[src/hdl/cbs_div.sv]
// Iterative restoring divider for unsigned operands, one quotient bit per cycle.
module cbs_div #(
  parameter int NUM_W = 35,
  parameter int DEN_W = 11
) (
  input  logic             clk_i,
  input  logic             rst_ni,
  input  logic             start_i,
  input  logic [NUM_W-1:0] num_i,
  input  logic [DEN_W-1:0] den_i,
  output logic             done_o,
  output logic [NUM_W-1:0] quot_o
);

  localparam int CNT_W = (NUM_W > 1) ? $clog2(NUM_W) : 1;

  logic             busy_q;
  logic             done_q;
  logic [CNT_W-1:0] cnt_q;
  logic [NUM_W-1:0] num_q;
  logic [DEN_W-1:0] den_q;
  logic [DEN_W-1:0] rem_q;
  logic [DEN_W:0]   rem_sh;
  logic             fits;
  logic [DEN_W:0]   rem_sub;

  assign rem_sh  = {rem_q, num_q[NUM_W-1]};
  assign fits    = rem_sh >= {1'b0, den_q};
  assign rem_sub = rem_sh - {1'b0, den_q};

  always_ff @(posedge clk_i or negedge rst_ni) begin
    if (!rst_ni) begin
      busy_q <= 1'b0;
      done_q <= 1'b0;
      cnt_q  <= '0;
    end else begin
      done_q <= 1'b0;
      if (start_i) begin
        busy_q <= 1'b1;
        cnt_q  <= '0;
      end else if (busy_q) begin
        if (cnt_q == CNT_W'(NUM_W - 1)) begin
          busy_q <= 1'b0;
          done_q <= 1'b1;
        end
        cnt_q <= cnt_q + 1'b1;
      end
    end
  end

  always_ff @(posedge clk_i) begin
    if (start_i) begin
      num_q <= num_i;
      den_q <= den_i;
      rem_q <= '0;
    end else if (busy_q) begin
      num_q <= {num_q[NUM_W-2:0], fits};
      rem_q <= fits ? rem_sub[DEN_W-1:0] : rem_sh[DEN_W-1:0];
    end
  end

  assign done_o = done_q;
  assign quot_o = num_q;

endmodule

[config.mk]
export PLATFORM = sky130hd
export DESIGN_NAME = cbs_div
export DESIGN_NICKNAME = d
export VERILOG_FILES = /design/src/hdl/cbs_div.sv
export SDC_FILE = /design/constraint.sdc
export NUM_CORES = 1
export LEC_CHECK = 0
export ABC_AREA = 0
export BUFFER_PORTS_ARGS = -buffer_cell sky130_fd_sc_hd__clkbuf_2
export CAP_MARGIN = 10
export CORE_MARGIN = 3
export CORE_UTILIZATION = 34
export DETAILED_ROUTE_END_ITERATION = 16
export GPL_TIMING_DRIVEN = 0
export PLACE_DENSITY = 0.6
export SYNTH_ARGS = -nofsm -noshare
export SYNTH_HDL_FRONTEND = slang
export SYNTH_SLANG_ARGS = --single-unit
[constraint.sdc]
create_clock -name clk_i -period 3.16 [get_ports clk_i]
set_input_delay 0.158 -clock clk_i [delete_from_list [all_inputs] [get_ports clk_i]]
set_output_delay 0.158 -clock clk_i [all_outputs]
set_load 0.1 [all_outputs]
==> run_results.csv, run 1 <==
group,metric,value,unit
logic_synthesis,synth_cells,264,
timing,slew_viol_final,0,
global_routing,grt_first_pass_wirelength,12200,µm
pwr,power_leakage,1.83,nW
logic_synthesis,yosysWarnings,0,
clocking,cts_sinks,65,
logic_synthesis,ys_async_sr_fraction,12.3,%
clocking,post_cts_resize_count,0,
logic_synthesis,synth-seq-cells,65,
place,place_ws,0.530,ns
floorplan,ios,85,
logic_synthesis,ys_types,55,
logic_synthesis,synthTopCellsByArea,"edfxtp_1 (42%), mux2_2 (12%), dfxtp_1 (6.7%)",
floorplan,core,9280,µm²
floorplan,die_w,104,µm
finish,syn2layout_area_growth,29.8,%
detailed_routing,first_pass_iters,4,
global_routing,grt_overflow,0,
worst_setup_path,worstPathRequired,3.41,ns
finish,layout-drive-gt1-share,38.5,%
place,dp_hpwl,5290,µm
timing,fin_skew,0.0112,ns
clocking,clock_latency,0.34,ns
worst_setup_path,start_kind,"flop",
detailed_routing,avgRoutedWirePerCell,14.0,µm
place,gp_congestion,0.870,
place,place_area,3870,µm²
logic_synthesis,yosysTopAreaCellShare,42.3,%
timing,hold_viol_final,0,
timing,setup_viol_count_final,0,
global_routing,grt_max_degree,25,
clocking,ctsHoldBuffers,12,
logic_synthesis,netlist_area,3260,µm²
timing,fmax,379,MHz
timing,setup_tns,0,ns
timing,finalCritPeriodShare,83.5,%
pwr,ir_drop,0.254,mV
timing,grt_setup_unrepaired,"no",
detailed_routing,drcViolationCount,0,
logic_synthesis,synth_common_cells,"edfxtp_1 (46), mux2_2 (36), inv_1 (19), nor2_1 (19), nand2_1 (14)",
detailed_routing,via_per_inst,4.75,
floorplan,row_count,35,
status,run_status,"finished clean",
logic_synthesis,synth-edff-count,46,
floorplan,start_util,35.2,%
clocking,cts_max_level,3,
detailed_routing,routed-via-count,2404,
detailed_routing,finalWirelength,7100,µm
clocking,path_clk_slew,0.08,ns
finish,antenna_cells,0,
timing,worst_pin_slew,0.557,ns
worst_setup_path,crit_fanout,10,
clocking,numCtsBuffers,9,
place,portBuffers,84,
worst_hold_path,hold_class,"input port to flop",
timing,worst_slack,0.520,ns
logic_synthesis,synth_top_area_cell,"edfxtp_1",
floorplan,die_h,104,µm
global_routing,grt_pass1_vias,2483,
detailed_routing,drtAntennaViolNets,0,
flow_run,maxCapViolCount,0,
timing,post-route-min-period,2.64,ns
logic_synthesis,ys.flop_type,"edfxtp_1",
clocking,cts_tree,"done",
global_routing,grt_use_total,14.1,%
worst_setup_path,arrival,2.89,ns
logic_synthesis,yosysMostFrequentCell,"edfxtp_1",
finish,final_area,4240,µm²
global_routing,antenna_found_initial,0,
clocking,cts_root_buffer,"clkbuf_8",
detailed_routing,drtIter0Drc,136,
logic_synthesis,synth.avg_cell_area,12.4,µm²
pwr,power.density,587,nW/µm²
finish,fin_nets,435,
timing,relSlewSlack,62.8,%
clocking,cts_max_path_buffers,2,
floorplan,dieArea,10800,µm²
logic_synthesis,syn-num-nets,327,
clocking,cts_setup_buffers,0,
worst_setup_path,critical_path_class,"flop to flop",
logic_synthesis,yosysSeqAreaShare,55.2,%
worst_setup_path,end_kind,"flop",
## final cells by class
type	count	area [µm²]
Fill cell	906	5050
Clock buffer	10	128
Tap cell	129	161
Multi-Input combinational cell	168	1340
Timing Repair Buffer	97	568
Sequential cell	65	1800
Inverter	19	71.3
Clock inverter	6	115
Buffer	12	50.0
## critical path: stages, from the launching register on
cell	delay, ns
edfxtp_1	0.34
inv_1	0.06
ha_1	0.22
fa_1	0.41
and2b_1	0.23
o31a_1	0.22
o21ai_2	0.13
a21boi_4	0.35
buf_4	0.26
nand3b_1	0.10
a311oi_1	0.23
## power breakdown
part           leakage, nW  total [mW]  switching, mW  internal [mW]
Clock                0.117       0.862          0.334          0.529
Combinational         1.04       0.605          0.457          0.147
Sequential           0.674        1.02         0.0336          0.986
## per-layer routing
metal  share of wire, %  up-vias  GRT usage, %
met4                2.0        0          6.08
met2                 51       45          23.4
met1                 44     1160          17.7
met3                3.2       12          2.79
met5                  0        -             0
li1                   -     1187             -
## final timing paths
check                      startpoint        end  slack (ns)  cells after the start
min reg2reg                  rem_q[3]   rem_q[4]        0.50                      2
min in group asynchronous      rst_ni     busy_q        0.21                      2
max in group asynchronous      rst_ni   cnt_q[0]        2.77                      2
min                          num_i[9]  quot_o[9]        0.11                      2
max reg2reg                quot_o[34]   rem_q[7]        0.52                     10
max                        quot_o[34]   rem_q[7]        0.52                     10
## cell usage in the layout, fill, tap and decap left out, types with 10 or more instances in the layout
cell type / n
edfxtp_1: 46
inv_1: 19
mux2_2: 36
clkbuf_1: 10
ha_1: 13
nor2_1: 19
clkbuf_2: 85
dfxtp_1: 11
nand2_1: 14
dlygate4sd3_1: 12
## flip-flops by register name, summed over array words and instances, names as in the netlist
signal / count
quot_o: 35
den_q: 11
rem_q: 11
cnt_q: 6
busy_q: 1
done_o: 1
## through the flow
| step | util, % | power [mW] | hold WS [ns] | std cells |
|---|---|---|---|---|
| global route | 45.6 | 2.59 | 0.0961 | 506 |
| detailed placement | 41.7 | 1.63 | 0.0193 | 478 |
| floorplan | - | 1.52 | -0.138 | 264 |
| CTS | 45.6 | 2.52 | 0.0964 | 506 |
| global placement | 41.4 | 1.63 | 0.0211 | 477 |
| finish | 45.6 | 2.49 | 0.112 | 506 |
## cell families after synthesis
logic type / Yosys count / share of synthesized area (%)
compound gates: 42 / 9.70
xor+xnor: 10 / 2.68
fa+ha+maj: 14 / 5.60
buf+inv: 31 / 3.72
flops: 65 / 55.2
mux: 39 / 13.5
simple gates: 63 / 9.62
No activity file was read; power rests on OpenSTA's default activity.
==> run 2: changes to the inputs <==
==> constraint.sdc (replaced) <==
create_clock -name clk_i -period 2.55 [get_ports clk_i]
set_input_delay 0.1275 -clock clk_i [delete_from_list [all_inputs] [get_ports clk_i]]
set_output_delay 0.1275 -clock clk_i [all_outputs]
set_load 0.1 [all_outputs]
==> run_results.csv, run 2 (synthesis results as in run 1) <==
group,metric,value,unit
flow_run,maxCapViolCount,0,
detailed_routing,drtIter0Drc,198,
worst_setup_path,end_kind,"flop",
finish,layout.cells.non_filler,509,
finish,antenna_cells,0,
finish,final_area,4290,µm²
floorplan,row_count,35,
detailed_routing,drcViolationCount,0,
global_routing,antenna_found_initial,0,
place,place_area,3880,µm²
detailed_routing,avgRoutedWirePerCell,14.0,µm
worst_setup_path,critical_path_class,"flop to flop",
clocking,cts_max_path_buffers,2,
floorplan,die_h,104,µm
detailed_routing,finalWirelength,7140,µm
clocking,cts_max_level,3,
timing,hold_viol_final,0,
finish,layout-drive-gt1-share,40.3,%
timing,setup_viol_count_final,0,
pwr,power.density,721,nW/µm²
finish,fin_nets,438,
global_routing,grt_max_degree,19,
place,gp_congestion,0.855,
worst_setup_path,crit_fanout,3,
timing,worst_pin_slew,0.800,ns
global_routing,grt_overflow,0,
global_routing,grt_pass1_vias,2377,
finish,multiInputGateArea,1360,µm²
clocking,cts_sinks,65,
floorplan,start_util,35.2,%
worst_setup_path,arrival,2.67,ns
pwr,ir_drop,0.450,mV
place,place_inst,478,
clocking,clock_latency,0.35,ns
worst_setup_path,start_kind,"flop",
timing,fin_skew,0.00993,ns
place,portBuffers,84,
floorplan,core,9280,µm²
worst_hold_path,worstHoldPathCells,2,
detailed_routing,drtAntennaViolNets,0,
clocking,numCtsBuffers,9,
timing,post-route-min-period,2.43,ns
finish,final_cell_mix,"clkbuf_2 (85), edfxtp_1 (46), mux2_2 (36)",
worst_setup_path,worst_r2r_path_depth,10,
floorplan,dieArea,10800,µm²
status,run_status,"finished clean",
place,dp_hpwl,5260,µm
global_routing,grt_first_pass_wirelength,11700,µm
pwr,power_leakage,1.85,nW
detailed_routing,via_per_inst,4.75,
finish,n_fill_cell,916,
worst_setup_path,worstPathRequired,2.79,ns
detailed_routing,routed-via-count,2417,
worst_hold_path,hold_class,"input port to flop",
finish,seq_area,1800,µm²
global_routing,grt_use_total,13.5,%
clocking,path_clk_slew,0.08,ns
timing,finalCritPeriodShare,95.2,%
timing,slew_viol_final,0,
clocking,cts_tree,"done",
finish,largest_reg_flops,35,
clocking,cts_root_buffer,"clkbuf_8",
finish,syn2layout_area_growth,31.3,%
detailed_routing,first_pass_iters,4,
timing,fmax,412,MHz
floorplan,die_w,104,µm
floorplan,ios,85,
finish,final_common_cell,"clkbuf_2",
timing,relSlewSlack,46.6,%
run 2: cell type report:
class                      instances  area share, %
buffer                            12           1.26
clock buffer                      10           2.98
clock inverter                     6           2.71
inverter                          19           1.66
multi-input combinational        168           31.8
sequential                        65           42.0
tap                              129           3.77
timing repair buffer             100           13.8
run 2: routing by layer:
layer | share of wire (%) | routed length [µm] | GRT usage [%] | vias up
met3 | 4.3 | 306 | 3.17 | 10
met4 | 1.7 | 121 | 5.13 | 0
met1 | 44 | 3160 | 16.6 | 1153
met5 | 0 | 0 | 0 | -
met2 | 50 | 3550 | 23.2 | 59
li1 | - | - | - | 1195
run 2: timing repair:
item	in CTS	in global routing
hold buffers	12	0
setup endpoints to repair	1	4
hold endpoints to repair	19	0
gates cloned	0	0
buffers inserted	2	1
pin swaps	1	1
gates resized for setup	0	5
run 2: critical path, stage by stage, from the launching register on:
cell	delay [ns]
edfxtp_1	0.41
inv_2	0.08
ha_2	0.18
fa_2	0.20
and2b_1	0.19
o31a_1	0.32
buf_4	0.17
a211o_1	0.27
a21oi_2	0.17
xnor2_1	0.09
a31o_2	0.24
run 2: report_power, final:
group          switching [mW]  leakage, nW  internal [mW]
Combinational           0.570         1.05          0.186
Clock                   0.416        0.121          0.655
Sequential             0.0414        0.674           1.22
run 2: final timing paths:
check / start / endpoint / slack (ns)
max in group asynchronous: rst_ni / cnt_q[1] / 2.20
worst max register to register: quot_o[34] / rem_q[10] / 0.12
min in group asynchronous: rst_ni / cnt_q[0] / 0.17
worst min register to register: rem_q[3] / rem_q[4] / 0.50
worst max-delay path: quot_o[34] / rem_q[10] / 0.12
worst min-delay path: num_i[20] / quot_o[20] / 0.08
run 2: stage by stage:
stage | power (mW) | setup WS [ns] | hold slack [ns] | utilization [%] | TNS, ns
floorplan | 1.88 | -0.388 | -0.168 | - | -2.83
global route | 3.21 | -0.00112 | 0.0666 | 46.2 | -0.00112
detailed placement | 2.03 | 0.0134 | -0.0142 | 41.8 | 0
finish | 3.09 | 0.123 | 0.0771 | 46.2 | 0
global placement | 2.02 | 0.0459 | -0.0113 | 41.5 | 0
CTS | 3.12 | 0.0608 | 0.0640 | 45.9 | 0
