**src/hdl/cbs_ram.sv**
```systemverilog
// Generic single-write, single-read synchronous RAM with a registered read port.
module cbs_ram #(
  parameter int WIDTH = 8,
  parameter int DEPTH = 16,
  parameter int ADDR_W = (DEPTH > 1) ? $clog2(DEPTH) : 1
) (
  input  logic              clk_i,
  input  logic              we_i,
  input  logic [ADDR_W-1:0] waddr_i,
  input  logic [WIDTH-1:0]  wdata_i,
  input  logic [ADDR_W-1:0] raddr_i,
  output logic [WIDTH-1:0]  rdata_o
);

  logic [WIDTH-1:0] mem_q [DEPTH];

  always_ff @(posedge clk_i) begin
    if (we_i) begin
      mem_q[waddr_i] <= wdata_i;
    end
    rdata_o <= mem_q[raddr_i];
  end

endmodule

```
**config.mk**
```make
export PLATFORM = sky130hd
export DESIGN_NAME = cbs_ram
export DESIGN_NICKNAME = d
export VERILOG_FILES = /design/src/hdl/cbs_ram.sv
export SDC_FILE = /design/constraint.sdc
export NUM_CORES = 1
export LEC_CHECK = 0
export BUFFER_PORTS_ARGS = -buffer_cell sky130_fd_sc_hd__buf_2
export CORE_MARGIN = 2
export CORE_UTILIZATION = 35
export DETAILED_ROUTE_END_ITERATION = 10
export PLACE_DENSITY_LB_ADDON = 0.1
export SKIP_LAST_GASP = 1
export SYNTH_ARGS = -nofsm -noshare
export SYNTH_HDL_FRONTEND = slang
export SYNTH_SLANG_ARGS = --single-unit
export TNS_END_PERCENT = 50
```
**constraint.sdc**
```tcl
create_clock -name clk_i -period 1.9 [get_ports clk_i]
set_clock_uncertainty 0.2 [all_clocks]
set_input_delay 0.19 -clock clk_i [delete_from_list [all_inputs] [get_ports clk_i]]
set_output_delay 0.19 -clock clk_i [all_outputs]
set_load 0.05 [all_outputs]
```
==> results of run 1 <==
## worst register-to-register path, delay by kind of cell (launching register included)
family	cells	cell delay, ns
muxes	1	0.47
DFF	1	0.36
AOI/OAI and AO/OA	1	0.34
and+or+nand+nor	1	0.11
## per-layer routing
| layer | vias up | global-route usage | share of wire |
|---|---|---|---|
| met1 | 1260 | 0.209 | 0.48 |
| met5 | - | 0 | 0 |
| li1 | 1106 | - | - |
| met3 | 4 | 0.0496 | 0.045 |
| met4 | 0 | 0.0431 | 0.0092 |
| met2 | 63 | 0.215 | 0.46 |
## worst paths after layout
path | slack, ns | cells past startpoint | start | endpoint
worst max-delay path | 0.29 | 3 | mem_q[11][6]$_DFFE_PP_ | rdata_o[6]$_DFF_P_
worst min-delay path | 0.13 | 4 | raddr_i[2] | rdata_o[5]$_DFF_P_
worst max register to register | 0.29 | 3 | mem_q[11][6]$_DFFE_PP_ | rdata_o[6]$_DFF_P_
worst min register to register | 0.47 | 3 | mem_q[12][0]$_DFFE_PP_ | rdata_o[0]$_DFF_P_
## power by group through the flow
stage	clock network [mW]	registers [mW]	logic, mW
2_1_floorplan	0	3.50	0.170
3_3_place_gp	0	3.44	0.396
3_5_place_dp	0	3.44	0.400
4_1_cts	3.10	3.38	0.414
5_1_grt	3.21	3.38	0.439
6_report	3.04	3.38	0.404
## Yosys cell counts
master,count
a22oi_1,16
and2_1,1
and2b_1,1
buf_2,3
buf_4,1
buf_6,3
clkdlybuf4s25_2,3
dfxtp_1,8
edfxtp_1,128
mux4_1,14
mux4_2,18
nand2_1,9
nand2b_1,2
nand3_1,1
nand3b_1,2
nor2_1,13
nor2b_1,1
nor3_1,4
or3b_2,1
## logic make-up after synthesis
group,count (synthesis)
flip-flops,136
AND/OR/NAND/NOR,35
AO/OA/AOI/OAI,16
multiplexers,32
buffers and inverters,10
## state kept, by name (all words and copies together), names as in the netlist
| register | cells |
|---|---|
| mem_q | 128 |
| rdata_o | 8 |
## cell type report
class,instances,share of cell area
tap,184,0.0368
clock buffer,21,0.0704
multi-input combinational,83,0.169
sequential,136,0.640
timing repair buffer,58,0.0668
clock inverter,11,0.0170
## stage by stage
step	utilization	area (sq um)
6_report	0.434	6260
5_1_grt	0.434	6260
4_1_cts	0.434	6260
3_5_place_dp	0.390	5630
3_3_place_gp	0.390	5630
2_1_floorplan	-	5150
## repair_timing
| action | in CTS | in global routing |
|---|---|---|
| hold buffers | 8 | 0 |
| setup endpoints to repair | 0 | 0 |
| hold endpoints to repair | 128 | 0 |
==> out/results.txt, run 1 <==
CTS Buffer Depth: 2
Max-Cap Viols: 0
wire per inst: 21.8 um
core area: 14400 sq um
worst setup path class: flop to flop
commonest non-fill, non-tap cells in the layout: 128 x edfxtp_1, 25 x buf_2, 23 x buf_4, 18 x mux4_2, 17 x clkbuf_16
Worst Slack Setup Final: 0.291 ns
Fill cells: 1272
CTS tree: done
Synth Instances: 229
worst-margin pin slew: 0.459 ns
Die ar.: 15700 sq um
Via Count: 2433
Boundary Pins: 26
gr usage total: 0.146
later-pin clock latency in the skew report: 0.41 ns
compound-gate portion of the synthesized area: 0.0233
clk slew on worst S/H paths: 0.06 ns
Crit-path slowest cell: mux4_2
post-synthesis adder-cell area fraction: 0
Final GP Congestion: 0.687
Final #Nets: 314
combinational share of power: 0.059
Post CTS Setup Buffer Count: 0
P_int: 5.41 mW
outcome: finished clean
mux share of post-synthesis cell area: 0.150
XOR/XNOR Fraction of Synth Area: 0
leading area contributor after synthesis: edfxtp_1
Net Sw Frac: 0.206
Detailed Route Iter0 Violations: 214
largest stage delay on the critical path: 0.47 ns
first-pass GRT wire length: 16400 um
non-filler cells in the finished layout: 493
routed wire length: 10700 um
CP cell instances: mux4_2 > a22oi_1 > nand2_1
Worst setup SP type: flop
sequential fraction of the synthesis area: 0.778
fmax: 622 MHz
Clock Power Share: 0.445
pins over their slew limit: 0
Rel. slew slack: 0.694
Remaining Overflow, GRT: 0
DIE WIDTH: 125 um
Seq. cell area: 4000 sq um
PostCTS Resize Cnt: 0
pre-CTS setup slack: -0.0138 ns
CTS Root Cell: clkbuf_16
Antenna diodes: 0
Net Count, Synth: 247
area fraction of the dominant cell type after synthesis: 0.747
multi-input combinational cell area: 1060 sq um
Reg power frac: 0.495
CP arrival: 1.68 ns
CP endpoint kind: flop
Bufs and invs on worst path: 0
share of layout cells above drive strength 1: 0.301
initial core utilization: 0.357
synthesized area: 5150 sq um
Switch Pwr: 1.41 mW
remaining antenna violation count: 0
period utilization: 0.847
Die Ht: 125 um
initial antenna violation count: 0
RSZ-0062 raised after global routing: no
DR vias/cell: 4.94
Tmin final: 1.61 ns
TritonCTS Buffers: 17
largest net degree at the start of global routing: 33
Yosys cell types: 19
clock sinks: 136
pwr/cell area: 1090 nW/um^2
HP Class: primary input to flop
final hold violations: 0
H-tree levels: 4
main combinational cell family by area after synthesis: multiplexers
syn avg cell area: 22.5 sq um
Max VDD drop: 561 uV
IO buf count: 25
Pwr Total: 6.82 mW
Post-DP HPWL: 7020 um
synth top area cells: edfxtp_1 75%, mux4_2 7.9%, mux4_1 7.1%
CP delay by family, top: multiplexers
DR DRC count: 0
Layout area overhead: 21.5%
total leakage power: 2.13 nW
number of global-route vias before repair: 2583
setup TNS: 0 ns
worst hold slack: 0.126 ns
commonest non-fill, non-tap cell in the layout: edfxtp_1
Ys Warns: 0
Finish-stage setup viols: 0
Worst EP required: 1.97 ns
drt pass-1 iters: 4
#FFs+latches synth: 136
simple logic cell fraction of the synthesized area: 0.0318
Rows: 44
cell count after placement: 453
worst-path fanout max: 1
Note: power is estimated with default switching activity, not from simulation.
==> inputs of run 2 (changes only) <==
ABC_AREA = 1   (was unset)
clock period = 1.5 ns   (was 1.9 ns; I/O delays follow)
==> run 2 against run 1 <==
Sequential power increased by 26%. Final cell count increased by 70%. Clock-buffer cell count decreased by 4. Worst setup slack got worse by 0.21 ns. First-iteration DRC count increased by 21%. Core utilization increased by 0.28 points. Sequential share of layout area decreased by 6.7 points. Synthesized area increased by 12%. Clock power increased by 46%. Cell area increased by 12%. Critical endpoint is now rdata_o[6].
==> out/results.txt, run 2 <==
drt pass-1 iters: 4 (unchanged)
Worst setup SP type: flop
Top Usage Layer GRT: met2
commonest non-fill, non-tap cells in the layout: 173 x nand2_1, 128 x edfxtp_1, 100 x inv_1, 97 x nand3_1, 25 x buf_2
Final #Nets: 625 (+99%)
Finish-stage setup viols: 0 (unchanged)
Main synth FF type: edfxtp_1
Die Ht: 132 um (+5.7%)
Global Route met1 Usage: 0.213 (+0.00358)
XOR/XNOR Fraction of Synth Area: 0 (unchanged)
Crit-path slowest cell: dfxtp_1
outcome: finished clean
CP endpoint kind: output pin
DR vias/cell: 4.46 (-9.6%)
CP cell instances: buf_2
syn avg cell area: 10.5 sq um (-53%)
compound-gate portion of the synthesized area: 0 (-0.0233)
main combinational cell family by area after synthesis: simple AND/OR/NAND/NOR gates
CP delay by family, top: flip-flops
IO buf count: 25 (unchanged)
setup TNS: 0 ns (unchanged)
Post-synth top cells: 173 x nand2_1, 128 x edfxtp_1, 100 x inv_1
area fraction of the dominant cell type after synthesis: 0.667 (-0.0802)
share of layout cells above drive strength 1: 0.135 (-0.165)
leading area contributor after synthesis: edfxtp_1
Boundary Pins: 26 (unchanged)
worst-margin pin slew: 0.345 ns (-0.114 ns)
Antenna diodes: 0 (unchanged)
worst hold slack: 0.0600 ns (-0.0660 ns)
setup slack, reg-to-reg: 0.33 ns (+0.04 ns)
synthesized area: 5770 sq um (+12%)
wire per inst: 15.3 um (-30%)
sequential fraction of the synthesis area: 0.694 (-0.0835)
most common cell in the netlist: nand2_1
mux share of post-synthesis cell area: 0 (-0.150)
#FFs+latches synth: 136 (unchanged)
clk slew on worst S/H paths: 0.06 ns (about the same)
gr usage total: 0.157 (+0.0105)
worst hold path cell count: 5 (+1)
pwr/cell area: 1340 nW/um^2 (+23%)
final hold violations: 0 (unchanged)
CTS Buffer Depth: 2 (unchanged)
CP Depth: 1 (-2)
number of global-route vias before repair: 3626 (+40%)
TritonCTS Buffers: 17 (unchanged)
DIE WIDTH: 132 um (+5.7%)
Max-Cap Viols: 0 (unchanged)
Bufs and invs on worst path: 1 (+1)
remaining antenna violation count: 0 (unchanged)
H-tree levels: 4 (unchanged)
largest net degree at the start of global routing: 51 (+55%)
Max VDD drop: 747 uV (+33%)
Synth Instances: 551 (+140%)
Detailed Route Iter0 Violations: 259 (+21%)
pins over their slew limit: 0 (unchanged)
first-pass GRT wire length: 20400 um (+25%)
core area: 16000 sq um (+11%)
Top reg by flops: mem_q
post-synthesis adder-cell area fraction: 0 (unchanged)
Remaining Overflow, GRT: 0 (unchanged)
r2r startpoint: mem_q[7][0]$_DFFE_PP_
Layout area overhead: 21.1%
CTS tree: done
initial antenna violation count: 0 (unchanged)
CTS Root Cell: clkbuf_16
Worst EP required: 1.15 ns (-0.82 ns)
Fill cells: 1548 (+22%)
Final GP Congestion: 0.721 (+5.0%)
worst setup path class: flop to output pin
non-filler cells in the finished layout: 836 (+70%)
Worst Setup EP: rdata_o[6]
Rows: 46 (+4.5%)
Net Count, Synth: 569 (+130%)
HP Class: primary input to flop
initial core utilization: 0.360 (+0.00355)
Post-DP HPWL: 8240 um (+17%)
routed wire length: 12800 um (+19%)
Via Count: 3731 (+53%)
reg-to-reg endpoint: rdata_o[0]$_DFF_P_
commonest non-fill, non-tap cell in the layout: nand2_1
RSZ-0062 raised after global routing: no
fmax: 703 MHz
period utilization: 0.948
Async SR Flop Fraction: 0 (unchanged)
Rel. slew slack: 0.770 (+0.0759)
biggest regs: mem_q x128, rdata_o x8
Yosys cell types: 12 (-7)
met2 GRT Util: 0.245 (+0.0307)
cell count after placement: 795 (+75%)
simple logic cell fraction of the synthesized area: 0.210 (+0.179)
worst-path fanout max: 1 (unchanged)
clock sinks: 136 (unchanged)
synth top area cells: edfxtp_1 67%, nand2_1 11%, nand3_1 8.4%
largest stage delay on the critical path: 0.37 ns (-0.10 ns)
later-pin clock latency in the skew report: 0.41 ns (about the same)
Largest register FFs: 128 (unchanged)
DR DRC count: 0 (unchanged)
CP arrival: 1.07 ns (-0.61 ns)
number of flops mapped to enable cells by yosys: 128 (unchanged)
Die ar.: 17500 sq um (+12%)
Post CTS Setup Buffer Count: 0 (unchanged)
Tmin final: 1.42 ns
Ys Warns: 0 (unchanged)
Critical Path Source: rdata_o[6]$_DFF_P_
Worst R2R Path Depth: 6 (+3)
total leakage power: 3.01 nW (+41%)
M3 GR Usage: 0.0446 (-0.00504)
## run 2: kinds of logic (layout without fill, tap and decap cells)
logic type / after synthesis / after routing
and+or+nand+nor: 289 / 289
DFF: 136 / 136
buffers and inverters: 126 / 195
## run 2: worst min-delay path by stage
stage                        endpoint  startpoint  slack, ns
2_1_floorplan   mem_q[0][0]$_DFFE_PP_  wdata_i[0]       0.05
3_3_place_gp   mem_q[14][4]$_DFFE_PP_  wdata_i[4]       0.35
3_5_place_dp       rdata_o[1]$_DFF_P_  raddr_i[3]       0.34
4_1_cts            rdata_o[1]$_DFF_P_  raddr_i[2]       0.04
5_1_grt            rdata_o[1]$_DFF_P_  raddr_i[2]       0.09
6_report           rdata_o[1]$_DFF_P_  raddr_i[2]       0.06
## run 2: layout make-up
cell class,count,area [sq um],area share
Tap cell,216,270,0.0387
Clock buffer,17,425,0.0609
Inverter,102,383,0.0548
Multi-Input combinational cell,289,1210,0.174
Timing Repair Buffer,61,480,0.0688
Sequential cell,136,4000,0.573
Clock inverter,15,208,0.0297
## run 2: per-stage QoR
| step | instance area, sq um | utilization | worst slack [ns] | total power, mW |
|---|---|---|---|---|
| after global placement | 6260 | 0.391 | 0.107 | 4.97 |
| after floorplan | 5770 | - | 0.199 | 4.73 |
| after global routing | 6980 | 0.437 | 0.0318 | 9.67 |
| final | 6980 | 0.437 | 0.0782 | 9.34 |
| after CTS | 6980 | 0.437 | 0.0417 | 9.44 |
| after detailed placement | 6260 | 0.391 | 0.108 | 4.97 |
## run 2: power breakdown
group          leakage, nW  internal [mW]  switching [mW]  total [mW]
registers             1.22           4.25          0.0258        4.27
clock network        0.300           2.92            1.52        4.44
logic                 1.49          0.192           0.436       0.628
## run 2: metal layers
metal | vias up | part of all wire
met5 | - | 0
met4 | 0 | 0.0079
met1 | 1783 | 0.48
li1 | 1886 | -
met3 | 8 | 0.040
met2 | 54 | 0.47
## run 2: tightest hold or removal path: cells and delay by family
kind	cells	cell delay, ns
buffers and inverters	2	0.29
and+or+nand+nor	3	0.19
## run 2: repair_timing
action | CTS | global route
resized for setup | 0 | 0
hold buffers | 9 | 0
endpoints found under the hold margin | 136 | 0
==> inputs of run 3 (changes only) <==
CORE_ASPECT_RATIO = 1.5   (was unset)
==> run 3 against run 2 <==
Global-route usage rose by 1.5 points. Worst hold slack got worse by 0.038 ns. Combinational power rose by 1%. Critical path type unchanged.
==> out/results.txt, run 3 (synthesis results as in run 2) <==
Antenna diodes: 0 (unchanged)
core area: 16200 sq um (+1.2%)
CP arrival: 1.07 ns (about the same)
Critical Path Source: rdata_o[2]$_DFF_P_
PostCTS Resize Cnt: 0 (unchanged)
period utilization: 0.944 (-0.00342)
Detailed Route Iter0 Violations: 179 (-31%)
Largest register FFs: 128 (unchanged)
wire per inst: 16.7 um (+8.8%)
gr usage total: 0.171 (+0.0145)
later-pin clock latency in the skew report: 0.41 ns (about the same)
initial antenna violation count: 0 (unchanged)
Worst Slack Setup Final: 0.0833 ns (+0.00513 ns)
total leakage power: 3.03 nW (+0.59%)
Max VDD drop: 730 uV (-2.3%)
fmax: 706 MHz (+0.36%)
HP Class: primary input to flop
CP endpoint kind: output pin
cell count after placement: 793 (-0.25%)
RSZ-0062 raised after global routing: no
DR DRC count: 0 (unchanged)
remaining antenna violation count: 0 (unchanged)
Die ar.: 17500 sq um (+0.12%)
Rows: 57 (+24%)
worst-path fanout max: 1 (unchanged)
non-filler cells in the finished layout: 833 (-0.36%)
Tmin final: 1.42 ns (-0.00513 ns)
Via Count: 3847 (+3.1%)
DIE WIDTH: 109 um (-18%)
initial core utilization: 0.356 (-0.00421)
Worst EP required: 1.15 ns (about the same)
Bufs and invs on worst path: 1 (unchanged)
largest stage delay on the critical path: 0.37 ns (about the same)
hold path startpoint: raddr_i[3]
Max-Cap Viols: 0 (unchanged)
DR vias/cell: 4.62 (+3.5%)
routed wire length: 13900 um (+8.4%)
worst hold path cell count: 4 (-1)
largest net degree at the start of global routing: 65 (+27%)
drt pass-1 iters: 5 (+1)
Remaining Overflow, GRT: 0 (unchanged)
CP delay by family, top: flip-flops
pre-CTS setup slack: 0.0699 ns (-0.0384 ns)
clock sinks: 136 (unchanged)
worst setup path class: flop to output pin
share of layout cells above drive strength 1: 0.145 (+0.00965)
IO buf count: 25 (unchanged)
CP Depth: 1 (unchanged)
r2r startpoint: mem_q[5][3]$_DFFE_PP_
CTS Root Cell: clkbuf_16
clk slew on worst S/H paths: 0.06 ns (about the same)
Top reg by flops: mem_q
H-tree levels: 4 (unchanged)
setup TNS: 0 ns (unchanged)
Post CTS Setup Buffer Count: 0 (unchanged)
pwr/cell area: 1310 nW/um^2 (-2.1%)
Finish-stage setup viols: 0 (unchanged)
CTS tree: done
Die Ht: 161 um (+22%)
outcome: finished clean
Crit-path slowest cell: dfxtp_1
Worst R2R Path Depth: 6 (unchanged)
commonest non-fill, non-tap cell in the layout: nand2_1
Final #Nets: 632 (+1.1%)
CTS Buffer Depth: 2 (unchanged)
Rel. slew slack: 0.772 (+0.00156)
first-pass GRT wire length: 21700 um (+6.1%)
biggest regs: mem_q x128, rdata_o x8
Final GP Congestion: 0.775 (+7.5%)
Boundary Pins: 26 (unchanged)
commonest non-fill, non-tap cells in the layout: 173 x nand2_1, 128 x edfxtp_1, 100 x inv_1, 97 x nand3_1, 31 x buf_4
Fill cells: 1514 (-2.2%)
pins over their slew limit: 0 (unchanged)
final hold violations: 0 (unchanged)
TritonCTS Buffers: 17 (unchanged)
Post-DP HPWL: 9150 um (+11%)
worst-margin pin slew: 0.342 ns (-0.00234 ns)
CP cell instances: buf_2
Layout area overhead: 21.0%
number of global-route vias before repair: 3891 (+7.3%)
Worst setup SP type: flop
## run 3: layout make-up
cell class	instances	area [sq um]	share of cell area
Sequential cell	136	4000	0.574
Timing Repair Buffer	68	518	0.0743
Inverter	102	383	0.0549
Clock buffer	21	450	0.0646
Tap cell	206	258	0.0370
Clock inverter	11	149	0.0213
Multi-Input combinational cell	289	1210	0.174
## run 3: metal layers
layer / vias up / part of all wire / global-route usage
li1: 1905 / - / -
met1: 1839 / 0.42 / 0.208
met2: 86 / 0.52 / 0.298
met3: 17 / 0.035 / 0.0315
met4: 0 / 0.018 / 0.0664
met5: - / 0 / 0
## run 3: path summary, 6_finish.rpt
kind	slack, ns	endpoint
max	0.08	rdata_o[2]
min	0.02	rdata_o[6]$_DFF_P_
max reg2reg	0.32	rdata_o[3]$_DFF_P_
min reg2reg	0.46	rdata_o[6]$_DFF_P_
## run 3: stage by stage
stage | instance area, sq um | utilization | total power, mW | hold WS [ns]
after detailed placement | 6300 | 0.389 | 4.99 | 0.376
after global placement | 6300 | 0.389 | 4.99 | 0.375
after floorplan | 5770 | - | 4.73 | 0.0489
final | 6980 | 0.431 | 9.14 | 0.0220
after CTS | 6980 | 0.431 | 9.22 | 0.00809
after global routing | 6980 | 0.431 | 9.42 | 0.0163
## run 3: timing repair
action                                  4_1_cts  5_1_grt
endpoints found under the hold margin       128        0
hold buffers                                  8        0
endpoints found under the setup margin        0        0
## run 3: where the power goes
group          leakage (nW)  internal, mW  switching [mW]
clock network         0.284          2.67            1.56
logic                  1.52         0.193           0.445
registers              1.22          4.25          0.0309
